===== src/rtl/nnd_pkg.sv =====
// nnd_pkg: shared constants, register index codes and the sample flag struct
// for the nearest-neighbour downscaler; no dependencies
package nnd_pkg;

  // default fixed-point geometry
  localparam int COORD_BITS_DEF = 12;
  localparam int FRAC_BITS_DEF  = 16;

  // fixed field widths
  localparam int PIX_W     = 24;
  localparam int CHAN_W    = 8;
  localparam int CFG_DIM_W = 13;
  localparam int CFG_IDX_W = 3;

  // register reset values
  localparam logic [CFG_DIM_W-1:0] SRC_W_RST = CFG_DIM_W'(640);
  localparam logic [CFG_DIM_W-1:0] SRC_H_RST = CFG_DIM_W'(480);
  localparam logic [CFG_DIM_W-1:0] OUT_W_RST = CFG_DIM_W'(320);
  localparam logic [CFG_DIM_W-1:0] OUT_H_RST = CFG_DIM_W'(240);

  // register indexes
  typedef enum logic [CFG_IDX_W-1:0] {
    REG_SOURCE_WIDTH  = 3'd0,
    REG_SOURCE_HEIGHT = 3'd1,
    REG_OUTPUT_WIDTH  = 3'd2,
    REG_OUTPUT_HEIGHT = 3'd3,
    REG_ROW_STEP      = 3'd4,
    REG_COLUMN_STEP   = 3'd5,
    REG_COLOR_MODE    = 3'd6
  } cfg_reg_t;

  // per-pixel decision from the sampler
  typedef struct packed {
    logic hit;
    logic row_end;
    logic frame_end;
  } sample_t;

endpackage


===== src/rtl/nnd_cfg_regs.sv =====
// nnd_cfg_regs: configuration register file with clamping of dimensions and
// steps and the pre-rounded step values; depends on nnd_pkg
module nnd_cfg_regs #(
  parameter int COORD_BITS = nnd_pkg::COORD_BITS_DEF,
  parameter int FRAC_BITS  = nnd_pkg::FRAC_BITS_DEF,
  parameter int CFG_DATA_W = ((4 + FRAC_BITS) > nnd_pkg::CFG_DIM_W) ?
                             (4 + FRAC_BITS) : nnd_pkg::CFG_DIM_W
) (
  input  logic                                clk,
  input  logic                                rst_n,
  input  logic                                cfg_wr_en,
  input  logic [nnd_pkg::CFG_IDX_W-1:0]       cfg_index,
  input  logic [CFG_DATA_W-1:0]               cfg_data,
  output logic [COORD_BITS-1:0]               src_w_m1,
  output logic [COORD_BITS-1:0]               src_h_m1,
  output logic [COORD_BITS:0]                 out_w,
  output logic [COORD_BITS:0]                 out_h,
  output logic [3+FRAC_BITS:0]                col_step,
  output logic [3+FRAC_BITS:0]                row_step,
  output logic [COORD_BITS+FRAC_BITS:0]       col_step_h,
  output logic [COORD_BITS+FRAC_BITS:0]       row_step_h,
  output logic                                color_mode
);
  import nnd_pkg::*;

  localparam int STEP_W  = 4 + FRAC_BITS;
  localparam int D_W     = COORD_BITS + 1;
  localparam int ACC_H_W = COORD_BITS + FRAC_BITS + 1;
  localparam int CMP_W   = (CFG_DIM_W > D_W) ? CFG_DIM_W : D_W;
  localparam logic [STEP_W-1:0]  STEP_ONE = STEP_W'(1) << FRAC_BITS;
  localparam logic [STEP_W-1:0]  STEP_RST = STEP_W'(2) << FRAC_BITS;
  localparam logic [ACC_H_W-1:0] HALF_H   = ACC_H_W'(1) << (FRAC_BITS - 1);
  localparam logic [CMP_W-1:0]   DIM_MAX  = CMP_W'(1) << COORD_BITS;

  logic [CFG_DIM_W-1:0] src_w_r, src_h_r, out_w_r, out_h_r;
  logic [STEP_W-1:0]    row_step_r, col_step_r;
  logic                 color_mode_r;

  // clamp a dimension to 1 .. 2^COORD_BITS
  function automatic logic [D_W-1:0] dim_of(input logic [CFG_DIM_W-1:0] v);
    logic [CMP_W-1:0] e;
    e = CMP_W'(v);
    if (e == '0) begin
      e = CMP_W'(1);
    end else if (e > DIM_MAX) begin
      e = DIM_MAX;
    end
    return e[D_W-1:0];
  endfunction

  // steps below one are used as one
  function automatic logic [STEP_W-1:0] step_of(input logic [STEP_W-1:0] v);
    return (v < STEP_ONE) ? STEP_ONE : v;
  endfunction

  // register writes
  always_ff @(posedge clk) begin
    if (!rst_n) begin
      src_w_r      <= SRC_W_RST;
      src_h_r      <= SRC_H_RST;
      out_w_r      <= OUT_W_RST;
      out_h_r      <= OUT_H_RST;
      row_step_r   <= STEP_RST;
      col_step_r   <= STEP_RST;
      color_mode_r <= 1'b1;
    end else if (cfg_wr_en) begin
      unique case (cfg_reg_t'(cfg_index))
        REG_SOURCE_WIDTH:  src_w_r      <= cfg_data[CFG_DIM_W-1:0];
        REG_SOURCE_HEIGHT: src_h_r      <= cfg_data[CFG_DIM_W-1:0];
        REG_OUTPUT_WIDTH:  out_w_r      <= cfg_data[CFG_DIM_W-1:0];
        REG_OUTPUT_HEIGHT: out_h_r      <= cfg_data[CFG_DIM_W-1:0];
        REG_ROW_STEP:      row_step_r   <= cfg_data[STEP_W-1:0];
        REG_COLUMN_STEP:   col_step_r   <= cfg_data[STEP_W-1:0];
        REG_COLOR_MODE:    color_mode_r <= cfg_data[0];
        default: ;
      endcase
    end
  end

  logic [D_W-1:0] src_w_c, src_h_c;

  // derived values used by the sampler
  always_comb begin
    src_w_c    = dim_of(src_w_r);
    src_h_c    = dim_of(src_h_r);
    src_w_m1   = COORD_BITS'(src_w_c - D_W'(1));
    src_h_m1   = COORD_BITS'(src_h_c - D_W'(1));
    out_w      = dim_of(out_w_r);
    out_h      = dim_of(out_h_r);
    col_step   = step_of(col_step_r);
    row_step   = step_of(row_step_r);
    col_step_h = ACC_H_W'(col_step) + HALF_H;
    row_step_h = ACC_H_W'(row_step) + HALF_H;
    color_mode = color_mode_r;
  end

endmodule


===== src/rtl/nnd_sampler.sv =====
// nnd_sampler: raster position counters, sampling accumulators and the hit
// decision for one pixel a cycle while step_en is high; depends on nnd_pkg
module nnd_sampler #(
  parameter int COORD_BITS = nnd_pkg::COORD_BITS_DEF,
  parameter int FRAC_BITS  = nnd_pkg::FRAC_BITS_DEF
) (
  input  logic                          clk,
  input  logic                          rst_n,
  input  logic                          step_en,
  input  logic                          frame_start,
  input  logic [COORD_BITS-1:0]         src_w_m1,
  input  logic [COORD_BITS-1:0]         src_h_m1,
  input  logic [COORD_BITS:0]           out_w,
  input  logic [COORD_BITS:0]           out_h,
  input  logic [3+FRAC_BITS:0]          col_step,
  input  logic [3+FRAC_BITS:0]          row_step,
  input  logic [COORD_BITS+FRAC_BITS:0] col_step_h,
  input  logic [COORD_BITS+FRAC_BITS:0] row_step_h,
  output nnd_pkg::sample_t              res
);
  import nnd_pkg::*;

  localparam int STEP_W  = 4 + FRAC_BITS;
  localparam int ACC_W   = COORD_BITS + FRAC_BITS;
  localparam int ACC_H_W = ACC_W + 1;
  localparam int D_W     = COORD_BITS + 1;
  localparam logic [ACC_H_W-1:0] HALF_H    = ACC_H_W'(1) << (FRAC_BITS - 1);
  localparam logic [ACC_H_W-1:0] ACC_H_MAX = ((ACC_H_W'(1) << ACC_W) - ACC_H_W'(1)) + HALF_H;
  localparam logic [ACC_H_W-1:0] ACC_H_RST = (ACC_H_W'(2) << FRAC_BITS) + HALF_H;

  // accumulators hold the running position plus one half, so the integer
  // part is the rounded target plus one
  logic [COORD_BITS-1:0] src_col_r, src_row_r, src_col_nxt, src_row_nxt;
  logic [D_W-1:0]        out_col_r, out_row_r, out_col_nxt, out_row_nxt;
  logic [ACC_H_W-1:0]    col_acc_r, row_acc_r, col_acc_nxt, row_acc_nxt;

  logic [COORD_BITS-1:0] sc_e, sr_e;
  logic [D_W-1:0]        oc_e, or_e;
  logic [ACC_H_W-1:0]    ca_e, ra_e;
  logic                  row_hit, col_hit;

  // saturating accumulate
  function automatic logic [ACC_H_W-1:0] acc_add(input logic [ACC_H_W-1:0] acc,
                                                 input logic [STEP_W-1:0]  step);
    logic [ACC_H_W:0] sum;
    sum = {1'b0, acc} + (ACC_H_W + 1)'(step);
    return (sum > {1'b0, ACC_H_MAX}) ? ACC_H_MAX : sum[ACC_H_W-1:0];
  endfunction

  // positions as seen by this pixel, after a frame restart
  always_comb begin
    sc_e = frame_start ? '0 : src_col_r;
    sr_e = frame_start ? '0 : src_row_r;
    oc_e = frame_start ? '0 : out_col_r;
    or_e = frame_start ? '0 : out_row_r;
    ca_e = frame_start ? col_step_h : col_acc_r;
    ra_e = frame_start ? row_step_h : row_acc_r;
  end

  // hit decision and end marks
  always_comb begin
    row_hit = ((D_W'(sr_e) + D_W'(1)) == ra_e[ACC_H_W-1:FRAC_BITS]) && (or_e < out_h);
    col_hit = ((D_W'(sc_e) + D_W'(1)) == ca_e[ACC_H_W-1:FRAC_BITS]) && (oc_e < out_w);
    res.hit       = row_hit && col_hit;
    res.row_end   = (oc_e == (out_w - D_W'(1)));
    res.frame_end = res.row_end && (or_e == (out_h - D_W'(1)));
  end

  // next positions
  always_comb begin
    src_col_nxt = sc_e + COORD_BITS'(1);
    src_row_nxt = sr_e;
    out_col_nxt = oc_e;
    out_row_nxt = or_e;
    col_acc_nxt = ca_e;
    row_acc_nxt = ra_e;
    if (row_hit && col_hit) begin
      out_col_nxt = oc_e + D_W'(1);
      col_acc_nxt = acc_add(ca_e, col_step);
    end
    // end of a source row
    if (sc_e >= src_w_m1) begin
      src_col_nxt = '0;
      out_col_nxt = '0;
      col_acc_nxt = col_step_h;
      if (row_hit) begin
        out_row_nxt = or_e + D_W'(1);
        row_acc_nxt = acc_add(ra_e, row_step);
      end
      // end of the source frame
      if (sr_e >= src_h_m1) begin
        src_row_nxt = '0;
        out_row_nxt = '0;
        row_acc_nxt = row_step_h;
      end else begin
        src_row_nxt = sr_e + COORD_BITS'(1);
      end
    end
  end

  // position registers
  always_ff @(posedge clk) begin
    if (!rst_n) begin
      src_col_r <= '0;
      src_row_r <= '0;
      out_col_r <= '0;
      out_row_r <= '0;
      col_acc_r <= ACC_H_RST;
      row_acc_r <= ACC_H_RST;
    end else if (step_en) begin
      src_col_r <= src_col_nxt;
      src_row_r <= src_row_nxt;
      out_col_r <= out_col_nxt;
      out_row_r <= out_row_nxt;
      col_acc_r <= col_acc_nxt;
      row_acc_r <= row_acc_nxt;
    end
  end

endmodule


===== src/rtl/nearest_neighbor_downscaler_core.sv =====
// nearest_neighbor_downscaler_core: top level with input register, sampler
// and result register; depends on nnd_pkg, nnd_cfg_regs and nnd_sampler
//
//   channel | direction | handshake         | payload
//   in_     | input     | in_valid/in_ready | in_pixel_in, in_frame_start
//   out_    | output    | out_valid/out_ready | out_pixel_out, out_row_end,
//           |           |                   | out_frame_end
//   cfg_    | input     | cfg_wr_en         | cfg_index, cfg_data
//
// one pixel a cycle sustained while out_ready holds; a sampled pixel passes
// from the input register through the sampler's position-update logic into
// the result register, which drives out_valid.
// synchronous active-low reset; positions restart at reset, no clearing pass.
// a stalled result holds the result register; the input register still takes
// one more transaction, after which in_ready follows out_ready.
module nearest_neighbor_downscaler_core #(
  parameter int COORD_BITS = nnd_pkg::COORD_BITS_DEF,
  parameter int FRAC_BITS  = nnd_pkg::FRAC_BITS_DEF,
  parameter int CFG_DATA_W = ((4 + FRAC_BITS) > nnd_pkg::CFG_DIM_W) ?
                             (4 + FRAC_BITS) : nnd_pkg::CFG_DIM_W
) (
  input  logic                          clk,
  input  logic                          rst_n,
  input  logic                          in_valid,
  output logic                          in_ready,
  input  logic [nnd_pkg::PIX_W-1:0]     in_pixel_in,
  input  logic                          in_frame_start,
  output logic                          out_valid,
  input  logic                          out_ready,
  output logic [nnd_pkg::PIX_W-1:0]     out_pixel_out,
  output logic                          out_row_end,
  output logic                          out_frame_end,
  input  logic                          cfg_wr_en,
  input  logic [nnd_pkg::CFG_IDX_W-1:0] cfg_index,
  input  logic [CFG_DATA_W-1:0]         cfg_data
);
  import nnd_pkg::*;

  localparam int STEP_W  = 4 + FRAC_BITS;
  localparam int D_W     = COORD_BITS + 1;
  localparam int ACC_H_W = COORD_BITS + FRAC_BITS + 1;

  logic [COORD_BITS-1:0] src_w_m1, src_h_m1;
  logic [D_W-1:0]        out_w, out_h;
  logic [STEP_W-1:0]     col_step, row_step;
  logic [ACC_H_W-1:0]    col_step_h, row_step_h;
  logic                  color_mode;

  logic              in_valid_r, in_fs_r, adv;
  logic [PIX_W-1:0]  in_pix_r, out_pix_nxt, out_pix_r;
  logic              out_valid_r, out_row_end_r, out_frame_end_r;
  sample_t           res;

  nnd_cfg_regs #(
    .COORD_BITS (COORD_BITS),
    .FRAC_BITS  (FRAC_BITS),
    .CFG_DATA_W (CFG_DATA_W)
  ) u_cfg (
    .clk        (clk),
    .rst_n      (rst_n),
    .cfg_wr_en  (cfg_wr_en),
    .cfg_index  (cfg_index),
    .cfg_data   (cfg_data),
    .src_w_m1   (src_w_m1),
    .src_h_m1   (src_h_m1),
    .out_w      (out_w),
    .out_h      (out_h),
    .col_step   (col_step),
    .row_step   (row_step),
    .col_step_h (col_step_h),
    .row_step_h (row_step_h),
    .color_mode (color_mode)
  );

  nnd_sampler #(
    .COORD_BITS (COORD_BITS),
    .FRAC_BITS  (FRAC_BITS)
  ) u_sampler (
    .clk         (clk),
    .rst_n       (rst_n),
    .step_en     (adv),
    .frame_start (in_fs_r),
    .src_w_m1    (src_w_m1),
    .src_h_m1    (src_h_m1),
    .out_w       (out_w),
    .out_h       (out_h),
    .col_step    (col_step),
    .row_step    (row_step),
    .col_step_h  (col_step_h),
    .row_step_h  (row_step_h),
    .res         (res)
  );

  // pipeline advance: the held pixel moves on when the result register frees
  assign adv      = in_valid_r && (!out_valid_r || out_ready);
  assign in_ready = !in_valid_r || adv;

  // gray mode keeps one channel
  assign out_pix_nxt = color_mode ? in_pix_r : {{(PIX_W - CHAN_W){1'b0}}, in_pix_r[CHAN_W-1:0]};

  // input register
  always_ff @(posedge clk) begin
    if (!rst_n) begin
      in_valid_r <= 1'b0;
    end else if (in_ready) begin
      in_valid_r <= in_valid;
    end
  end

  always_ff @(posedge clk) begin
    if (in_valid && in_ready) begin
      in_pix_r <= in_pixel_in;
      in_fs_r  <= in_frame_start;
    end
  end

  // result register
  always_ff @(posedge clk) begin
    if (!rst_n) begin
      out_valid_r <= 1'b0;
    end else if (adv) begin
      out_valid_r <= res.hit;
    end else if (out_ready) begin
      out_valid_r <= 1'b0;
    end
  end

  always_ff @(posedge clk) begin
    if (adv && res.hit) begin
      out_pix_r       <= out_pix_nxt;
      out_row_end_r   <= res.row_end;
      out_frame_end_r <= res.frame_end;
    end
  end

  assign out_valid     = out_valid_r;
  assign out_pixel_out = out_pix_r;
  assign out_row_end   = out_row_end_r;
  assign out_frame_end = out_frame_end_r;

endmodule


===== config.mk =====
export PLATFORM = sky130hd
export DESIGN_NAME = nearest_neighbor_downscaler_core
export DESIGN_NICKNAME = d
export VERILOG_FILES = /design/src/rtl/nnd_pkg.sv /design/src/rtl/nnd_cfg_regs.sv /design/src/rtl/nnd_sampler.sv /design/src/rtl/nearest_neighbor_downscaler_core.sv
export SDC_FILE = /design/constraint.sdc
export NUM_CORES = 1
export LEC_CHECK = 0
export BUFFER_PORTS_ARGS = -buffer_cell sky130_fd_sc_hd__buf_2
export CAP_MARGIN = 15
export CORE_ASPECT_RATIO = 0.8
export CORE_MARGIN = 4
export CORE_UTILIZATION = 27
export CTS_CLUSTER_DIAMETER = 200
export DETAILED_ROUTE_END_ITERATION = 16
export PLACE_DENSITY = 0.4
export SKIP_LAST_GASP = 1
export SYNTH_ARGS = -nofsm -noshare
export SYNTH_HDL_FRONTEND = slang
export SYNTH_SLANG_ARGS = --single-unit
export TNS_END_PERCENT = 1

===== constraint.sdc =====
create_clock -name clk -period 8.9 [get_ports clk]
set_input_delay 0.89 -clock clk [delete_from_list [all_inputs] [get_ports clk]]
set_output_delay 0.89 -clock clk [all_outputs]
set_load 0.02 [all_outputs]

# After elaboration in Yosys (flattened, before gate mapping)

Cells that the tools add are included.

Bits in registers: 254
Input port bits: 53
Output and inout port bits: 28
Logic and storage cells: 114

Add/subtract/negate cells: 14
$lt $le $gt $ge: 12
Equal/unequal tests: 10
Muxes and demuxes: 33
Reduce and logical (&&, ||, !) cells: 24

Operators with widths:

| operator               | count |
|---|---|
| $mux 29                | 9 |
| $mux 13                | 11 |
| $mux 12                | 9 |
| $add 29x20->30         | 2 |
| $gt 30x29->1 const B   | 2 |
| $eq 13x13->1           | 4 |
| $gt 13x13->1 const B   | 4 |
| $logic_not 13->1       | 4 |
| $add 20x16->21 const B | 2 |
| $lt 20x17->1 const B   | 2 |
| $mux 20                | 2 |
| $add 12x1->13 const B  | 2 |
| $add 13x1->13 const B  | 2 |
| $lt 13x13->1           | 2 |
| $sub 13x1->13 const B  | 2 |
| $add 12x1->12 const B  | 2 |
| $ge 12x12->1           | 2 |
| $sub 12x1->12 const B  | 2 |
| $reduce_and 2->1       | 7 |
| $eq 3x3->1 const B     | 3 |
| $logic_and 1x1->1      | 7 |
| $eq 3x2->1 const B     | 2 |
| $eq 3x1->1 const B     | 1 |
| $logic_not 3->1        | 1 |
| other kinds (4)        | 7 |

# Longest topological paths before layout

Gate-level depths: netlist of run 1.

Word-level depth: 10
Depth in mapped cells: 27
Depth with buffers taken out: 24

# Cells and area by module

From an unflattened synthesis of run 1, not the netlist that was laid out.

Cells, all modules: 2637
Area total of the unflattened synthesis: 19936.6 sq um

Modules (own cells, without submodules):

| module                           | times used | cells an instance | area each (sq um) | seq. area each (sq um) |
|---|---|---|---|---|
| nnd_sampler                      | 1          | 1871              | 13110.1           | 2162.1 |
| nnd_cfg_regs                     | 1          | 685               | 5071.1            | 1861.8 |
| nearest_neighbor_downscaler_core | 1          | 81                | 1755.4            | 1571.5 |

# Worst setup path before layout of run 1

OpenSTA, ideal clock, no wires.

Kind: reg2reg
Start: register in_fs_r
End: register out_frame_end_r (netlist: out_frame_end) (enable)
Setup time: 409 ps
Data arrival time: 6728 ps
Data required time: 8491 ps
Slack: 1763 ps
Cell stages (with the launch flop): 25
Path buffers: 14
Clock period less this slack: 7137 ps
Cells stage by stage: edfxtp_1 > buf_2 > buf_2 > buf_1 > clkbuf_1 > buf_2 > buf_2 > buf_1 > buf_2 > buf_1 > buf_2 > buf_2 > clkbuf_1 > nor2b_1 > ha_1 > and4_1 > and2_1 > xor2_1 > a211oi_1 > nand4_1 > or4_1 > clkbuf_1 > or3_1 > clkbuf_1 > nor2_1

Longest elaborated chain between the ends: 6
Elaborated cells between the ends (all ways): 16
Classes of those cells: add/sub: 2; order compare: 2; eq/ne: 2; mux: 6; reduce/logical: 4

Ends and longest elaborated chain:

| element                              | RTL line                                | source |
|---|---|---|
| start: declaration                   | nearest_neighbor_downscaler_core.sv:49  | `logic in_valid_r, in_fs_r, adv;` |
| start signal: assignment             | nearest_neighbor_downscaler_core.sv:113 | `in_fs_r <= in_frame_start;` |
| $mux 12 (on tied branches)           | nnd_sampler.sv:53, nnd_sampler.sv:52    |  |
| $add 12x1->13 (on tied branches)     | nnd_sampler.sv:62, nnd_sampler.sv:63    |  |
| $eq 13x13->1 (on tied branches)      | nnd_sampler.sv:62, nnd_sampler.sv:63    |  |
| $logic_and 1x1->1 (on tied branches) | nnd_sampler.sv:62, nnd_sampler.sv:63    |  |
| $logic_and 1x1->1 *                  | nnd_sampler.sv:64                       | `res.hit = row_hit && col_hit;` |
| $logic_and 1x1->1 *                  | nearest_neighbor_downscaler_core.sv:129 | `if (adv && res.hit) begin` |
| end signal: assignment               | nearest_neighbor_downscaler_core.sv:132 | `out_frame_end_r <= res.frame_end;` |
| end: declaration                     | nearest_neighbor_downscaler_core.sv:51  | `logic out_valid_r, out_row_end_r, out_frame_end_r;` |

Mark *: on every way between the ends. The rest lies on a longest branch, timed or not.
A chain may end at the register's enable or synchronous reset.

# Worst setup path after layout of run 1

Start: register in_fs_r
End: register u_sampler.col_acc_r[18]

Longest elaborated chain between the ends: 7
Elaborated cells between the ends (all ways): 21
Classes of those cells: add/sub: 3; order compare: 4; eq/ne: 2; mux: 9; reduce/logical: 3

Ends and longest elaborated chain:

| element                                                                | RTL line           | source |
|---|---|---|
| parallel branches: the longest is 6 deep, another holds $add 29x20->30 | -                  |  |
| $mux 29 *                                                              | nnd_sampler.sv:82  | `if (sc_e >= src_w_m1) begin` |
| end signal: assignment                                                 | nnd_sampler.sv:115 | `col_acc_r <= col_acc_nxt;` |
| end: declaration                                                       | nnd_sampler.sv:35  | `logic [ACC_H_W-1:0] col_acc_r, row_acc_r, col_acc_nxt, row_acc_nxt;` |

Every way passes the cells marked *.

==> results of run 1 <==
[routing by layer]
layer  part of all wire  GRT usage
met1               0.50      0.268
met2               0.43      0.278
met3              0.055     0.0299
met4              0.021     0.0451
met5                  0          0
[path summary, 6_finish.rpt]
path                                   to  slack, ns
setup / recovery  u_sampler.col_acc_r[18]       2.69
hold / removal           out_pixel_out[5]       0.42
setup reg to reg  u_sampler.col_acc_r[18]       2.69
hold reg to reg          out_pixel_out[5]       0.42
[critical path, stage by stage, from the launching register on]
cell and delay [ns]:
sky130_fd_sc_hd__edfxtp_1 0.37, sky130_fd_sc_hd__buf_12 0.37, sky130_fd_sc_hd__buf_4 0.64, sky130_fd_sc_hd__mux2_2 0.42
sky130_fd_sc_hd__ha_1 0.33, sky130_fd_sc_hd__a21oi_1 0.28, sky130_fd_sc_hd__o21ai_0 0.15, sky130_fd_sc_hd__a221oi_1 0.64
sky130_fd_sc_hd__o21bai_1 0.20, sky130_fd_sc_hd__o31ai_1 0.62, sky130_fd_sc_hd__or3_1 0.21, sky130_fd_sc_hd__xor2_1 0.21
sky130_fd_sc_hd__o2111ai_1 0.14, sky130_fd_sc_hd__or3_1 0.75, sky130_fd_sc_hd__a21boi_1 0.45, sky130_fd_sc_hd__a31o_2 0.21
[stage by stage]
| step | power (mW) | setup slack (ns) | instance area (um^2) | std cells |
|---|---|---|---|---|
| 5_1_grt | 3.17 | 2.21 | 20600 | 3320 |
| 4_1_cts | 3.09 | 2.71 | 20600 | 3320 |
| 3_5_place_dp | 1.58 | 2.76 | 19500 | 3261 |
| 3_3_place_gp | 1.58 | 2.85 | 19500 | 3261 |
| 6_report | 3.04 | 2.69 | 20600 | 3320 |
| 2_1_floorplan | 1.46 | 1.76 | 18300 | 2400 |
[kinds of logic (layout without fill, tap and decap cells)]
group	Yosys count	in the layout	share of synthesized area
AND/OR/NAND/NOR	969	969	0.253
buffers and inverters	213	220	0.0453
flip-flops	254	254	0.306
AO/OA/AOI/OAI	693	693	0.240
multiplexers	44	44	0.0257
adder cells (fa/ha/maj)	102	102	0.0703
XOR/XNOR	125	125	0.0599
[area by class of cell]
type	instances	area (um^2)
clock inverter	18	265
clock buffer	41	907
fill	7306	46600
inverter	58	220
multi-input combinational	1933	11900
timing repair buffer	103	586
tap	913	1140
sequential	254	5600
[sequential cells by signal, summed over array words and instances, names as in the netlist]
name                 flops
out_valid                1
out_pixel_out           24
u_cfg.col_step_r        20
u_sampler.src_row_r     12
u_cfg.src_w_r           13
out_frame_end            1
u_cfg.out_h_r           13
in_fs_r                  1
u_cfg.row_step_r        20
u_sampler.out_col_r     13
u_sampler.col_acc_r     29
u_cfg.src_h_r           13
u_sampler.src_col_r     12
u_sampler.out_row_r     13
out_row_end              1
in_pix_r                24
u_sampler.row_acc_r     29
u_cfg.color_mode         1
in_valid_r               1
u_cfg.out_w_r           13
[placed cells by master (no fill, tap or decap), types with 27 or more instances in the layout]
cell type and instances:
sky130_fd_sc_hd__clkbuf_16 34, sky130_fd_sc_hd__xnor2_1 79, sky130_fd_sc_hd__dfxtp_1 203, sky130_fd_sc_hd__inv_1 56, sky130_fd_sc_hd__and2_1 63, sky130_fd_sc_hd__buf_2 80
sky130_fd_sc_hd__nor3_1 43, sky130_fd_sc_hd__o21ai_0 140, sky130_fd_sc_hd__nand3_1 70, sky130_fd_sc_hd__a21o_1 27, sky130_fd_sc_hd__nand4_1 28, sky130_fd_sc_hd__xor2_1 46
sky130_fd_sc_hd__nor2_1 191, sky130_fd_sc_hd__nand2_1 363, sky130_fd_sc_hd__a21oi_1 257, sky130_fd_sc_hd__nor2b_1 72, sky130_fd_sc_hd__ha_1 98, sky130_fd_sc_hd__edfxtp_1 51
[power by group]
part / switching, mW / internal (mW)
combinational: 0.221 / 0.109
sequential: 0.0220 / 1.20
clock: 0.580 / 0.904
total: 0.823 / 2.22
==> results list, run 1 <==
- The congestion estimate from routability-driven global placement came to 0.827.
- The core region is 67200 um^2.
- Of the post-synthesis cell area, the dominant cell type holds 0.222.
- The routed layout has 17800 vias.
- Clock-pin slew was measured on the worst setup and hold paths at 0.06 ns.
* Number of setup violations in the final report: 0
- # Post-CTS Setup Buffers: 0
- #FFs+latches synth: 254
* Worst hold path depth: 0
* Placed wire-length estimate after detailed placement: 48.4 mm
* Worst setup path start: in_fs_r
- Unrepaired setup endpoints after global routing: false
- Congestion Overflow GR: 0
- Worst Min Path Start: in_pix_r[5]
- After detailed routing, the number of remaining DRC violations is 0.
* Count of antenna diodes in the layout: 0
* Critical path peak fanout: 106
- Pwr Density: 147 nW/um^2
- After technology mapping, the gate count stands at 2400.
- In the global route stage, overall resource usage came out at 0.182.
- Of the synthesized area, sequential elements account for 0.306.
- The number of antenna violations at the first check in global routing was 1.
- Slew headroom: 0.236
- Total standard cell area after synthesis: 18300 um^2
- The worst path in the final design needs a cycle of 6.21 ns, including I/O delays and setup.
- Hold_ws: 0.418 ns
- CTS H-tree depth: 2
* Vertical extent of the die: 241 um
- The final-report max-slew violation count came to 0.
* Count of routing violations after the opening detailed-route iteration: 1499
- Of the cells placed in the final design, the portion with a size suffix greater than 1 is 0.0877.
* Result of the run: completed
- Tightest Pin Transition: 1.14 ns
* Remaining antenna violation count: 0
* Net count of the finished layout: 2537
* Number of synthesized flops with an enable pin: 51
* Tightest Hold Check Type: flip-flop to flip-flop
* Clock tree from TritonCTS: yes
* Ranking of synthesized cells by area: sky130_fd_sc_hd__dfxtp_1 (22%), sky130_fd_sc_hd__edfxtp_1 (8.4%), sky130_fd_sc_hd__nand2_1 (7.5%), sky130_fd_sc_hd__a21oi_1 (7.0%), sky130_fd_sc_hd__ha_1 (6.7%)
- First-pass GRT wire length: 103 mm
- Avg Vias per Cell: 5.36
- In this run, CTS created clock tree buffers numbering 34.
- Maximum number of pins on one net before global-route repair: 107
- At the worst endpoint, the required time is 9.40 ns.
- Data arrives at the worst endpoint at 6.71 ns.
* Cell type contributing the most total cell area after synthesis: sky130_fd_sc_hd__dfxtp_1
* Clock Latency Late Sink: 0.56 ns
* Count of buffers from port buffering: 80
- The tree is rooted in a sky130_fd_sc_hd__clkbuf_16.
* Synthesized Nets: 2553
* Number of library cell types mapped by synthesis: 89
- Commonest cells post-synth: sky130_fd_sc_hd__nand2_1 (363), sky130_fd_sc_hd__a21oi_1 (257), sky130_fd_sc_hd__dfxtp_1 (203)
- The tree built by TritonCTS fans out to 254 sinks.
- Post-cts sizing count: 0
- Dividing the detail-routed wire length by the instance count gives 20.5 um.
* Leakage component of the power: 7.84 nW
- Floorplan die area: 72000 um^2
- Final hold violation count: 0
- Most instantiated library cell after synthesis: sky130_fd_sc_hd__nand2_1
- Dividing the final minimum period by the clock period gives 0.698.
- Counting flops with an async set or reset pin after synthesis yields a share of 0.
- Final design utilization: 0.307
- Achievable frequency: 161 MHz
- Average instance area after synthesis: 7.62 um^2
* Main synth FF type: sky130_fd_sc_hd__dfxtp_1
- Critical Setup Path Class: flip-flop to flip-flop
- Max-cap check violation count: 0
- The routed design has 67.9 mm of wire.
- Worst reg2reg path depth: 15
- Compared with the post-synthesis result, the final layout area differs by 12.8%.
* Peak supply drop: 0.102 mV
- For the final database, setup skew stands at 0.0166 ns.
- The longest clock path from root to sink contains 3 buffers.
* Final setup TNS: 0 ns
- Hold_buf cts: 0
- In this run the critical register-to-register path is launched from in_fs_r.
- From left edge to right edge, the die measures 299 um.
- Via count of the first global-routing pass: 16900
- Total number of placement rows: 85
* Number of search-and-repair iterations in the first detailed-routing pass: 8
- For this run, the number of Yosys warnings is 0.
- Type of origin of the critical path: flip-flop
* Endpoint kind of the worst setup timing path: flip-flop
* Top-Level Pins: 81
- The initial utilization of the core area, before any placement, comes to 0.272.
Power figures use the tool's default switching activity.
==> inputs of run 2 (changes only) <==
==> constraint.sdc (replaced) <==
create_clock -name clk -period 6.1 [get_ports clk]
set_input_delay 0.61 -clock clk [delete_from_list [all_inputs] [get_ports clk]]
set_output_delay 0.61 -clock clk [all_outputs]
set_load 0.02 [all_outputs]
==> run 2 against run 1 <==
Against the previous run: cell count rose by 0.96%; clock skew rose by 0.010 ns; register-to-register slack got worse by 2.2 ns; total power rose by 45%; global-route usage down 0.21 points; wire length decreased by 1.1%; sequential share of layout area down 0.25 points; maximum frequency rose by 11%; critical endpoint is now u_sampler.row_acc_r[6]; highest routed layer unchanged.
==> results list, run 2 (synthesis results as in run 1) <==
* Hold_buf cts: 0
- The first global-routing pass estimated 103 mm of wire.
- Endpoint kind of the worst setup timing path: flip-flop
- Max-cap check violation count: 0
- Unrepaired setup endpoints after global routing: false
- Tightest Pin Transition: 1.03 ns
- In the final layout, the share of cells above drive strength 1 is 0.0992.
* Net switching power of the design: 1.21 mW
- Critical Setup Path Class: flip-flop to flip-flop
* Clock sink count: 254
* Critical path peak fanout: 23
- Clock period minus worst slack: 5.61 ns
- The final-report max-slew violation count is 0.
* Remaining routing DRC violations: 0
- During I/O placement, the number of pins put on the boundary was 81.
- 0 antenna diodes ended up in the layout.
* Number of antenna violations at the first check in global routing: 0
- Congestion Overflow GR: 0
- Number of search-and-repair iterations in the first detailed-routing pass: 6
- Dividing the final minimum period by the clock period gives 0.919.
- The floorplan has 85 rows.
- In this run the power density over the cells is 211 nW/um^2.
- The run finished with clean final reports.
- Of the total power, registers draw 0.408.
- The worst setup path is launched from a flip-flop.
- Horizontal die dimension: 299 um
- Clock buffer count from CTS: 35
- Routability-driven placement finished with a final weighted congestion of 0.867.
- Maximum clock skew at final layout: 0.0268 ns
- Clock group share of total power: 0.481
- Entering global routing, the biggest net connects 57 pins.
* Launching point of the worst reg2reg path: in_fs_r
* Via count of the first global-routing pass: 16600
* Floorplan die area: 72000 um^2
* Total design power: 4.40 mW
- The routed layout has 17700 vias.
* Clock root cell: sky130_fd_sc_hd__clkbuf_16
- The die is 241 um tall.
- Derived from the worst setup path, the maximum achievable clock frequency is 178 MHz.
- Final hold violation count: 0
* Registers with the most flip-flops: u_sampler.col_acc_r x29, u_sampler.row_acc_r x29
* Reg2Reg Capture Point: u_sampler.row_acc_r[6]
- Once the clock tree was built, the resizer swapped 0 gates to a different size.
- Slew headroom: 0.315
- Worst setup path start: in_fs_r
- Final instance area: 20800 um^2
* Peak supply drop: 0.149 mV
- Placed cell count: 3289
- Clock tree from TritonCTS: yes
* Count of buffers from port buffering: 80
- In this run the register-to-register setup slack is 0.49 ns.
* Worst reg2reg path depth: 16
* Final wirelength: 67.1 mm
* Required time reported for the critical path endpoint: 6.50 ns
- Most frequent cells in the layout: sky130_fd_sc_hd__nand2_1 (363), sky130_fd_sc_hd__a21oi_1 (257), sky130_fd_sc_hd__dfxtp_1 (203)
- The core region is 67200 um^2.
- The critical path ends at u_sampler.row_acc_r[6].
- Of the total power, combinational logic draws 0.111.
* Count of routing violations after the opening detailed-route iteration: 1472
* Tightest Hold Check Type: primary input to flip-flop
- Clock-pin slew was measured on the worst setup and hold paths at 0.06 ns.
- Leakage component of the power: 7.93 nW
- Most common library cell in the layout ignoring fill and taps: sky130_fd_sc_hd__nand2_1
- Clock Latency Late Sink: 0.55 ns
* Starting density of the core: 0.272
- CTS built an H-tree with a depth of 2.
- Worst hold path depth: 1
* Final non-filler cell total: 3352
- The net count of the finished layout is 2566.
- No sink is reached through more buffers than the 3 on the longest clock path.
- Relative to the synthesized area, the layout overhead comes to 13.8%.
- Data arrival, critical path: 6.00 ns
* Global-route usage over all layers: 0.180
- WL/cell: 20.0 um
- Avg Vias per Cell: 5.28
- The startpoint identified for the worst hold timing path is in_pixel_in[10].
- Once placement finished, the instance area stood at 19700 um^2.
* # Post-CTS Setup Buffers: 0
* Remaining antenna violation count: 0
- Of the total power, the share spent switching nets is 0.276.
- Final setup TNS: 0 ns
- Number of setup violations in the final report: 0
* Cell Int Power: 3.18 mW
* Placed wire-length estimate after detailed placement: 49.0 mm
-- run 2: changes by cell type in the layout (fill, tap and decap cells not counted), sizes merged --
cell / change
inv: +4
clkinvlp: +5
buf: +28
bufinv: -2
clkbuf: +1
clkinv: -4
-- run 2: power groups by stage --
stage / clock network, mW / logic, mW / registers, mW
after detailed placement: 0 / 0.485 / 1.83
after global routing: 2.26 / 0.539 / 1.80
final: 2.11 / 0.489 / 1.79
after global placement: 0 / 0.482 / 1.83
after CTS: 2.19 / 0.487 / 1.79
after floorplan: 0 / 0.324 / 1.81
-- run 2: per-layer routing --
| metal | up-vias | track usage | part of all wire |
|---|---|---|---|
| li1 | 8656 | - | - |
| met1 | 8527 | 0.272 | 0.51 |
| met2 | 445 | 0.271 | 0.43 |
| met3 | 63 | 0.0281 | 0.052 |
| met4 | 0 | 0.0361 | 0.014 |
| met5 | - | 0 | 0 |
-- run 2: cell type report --
class	count	area, um^2
clock buffers	42	922
clock inverters	21	235
fillers	7295	46400
inverters	58	220
multi-input cells	1933	11900
flip-flops and latches	254	5600
well taps	913	1140
repair buffers	131	792
-- run 2: worst min path at each step --
| stage | end |
|---|---|
| finish | in_pix_r[10] |
| global route | in_pix_r[3] |
| CTS | in_pix_r[16] |
| detailed placement | out_pixel_out[7] |
| global placement | out_pixel_out[1] |
| floorplan | out_pixel_out[0] |
-- run 2: worst max-delay path: stages (launching register included) --
cell                        delay [ns]
sky130_fd_sc_hd__edfxtp_1         1.02
sky130_fd_sc_hd__buf_12           0.30
sky130_fd_sc_hd__buf_4            0.28
sky130_fd_sc_hd__nor2_1           0.06
sky130_fd_sc_hd__a31oi_1          0.46
sky130_fd_sc_hd__ha_1             0.45
sky130_fd_sc_hd__a21o_1           0.27
sky130_fd_sc_hd__a21o_1           0.20
sky130_fd_sc_hd__a21o_1           0.18
sky130_fd_sc_hd__a31o_2           0.26
sky130_fd_sc_hd__or2_1            0.28
sky130_fd_sc_hd__a2111oi_0        0.45
sky130_fd_sc_hd__o211a_1          0.27
sky130_fd_sc_hd__a31oi_4          0.21
sky130_fd_sc_hd__or2_1            0.46
sky130_fd_sc_hd__o21ai_1          0.19
sky130_fd_sc_hd__a31oi_1          0.09
-- run 2: metrics by stage --
stage	hold slack [ns]	worst slack, ns	util
floorplan	0.400	0.0866	-
global placement	0.401	0.552	0.292
detailed placement	0.406	0.567	0.292
CTS	0.198	0.562	0.310
global route	0.210	0.0233	0.310
finish	0.243	0.492	0.310
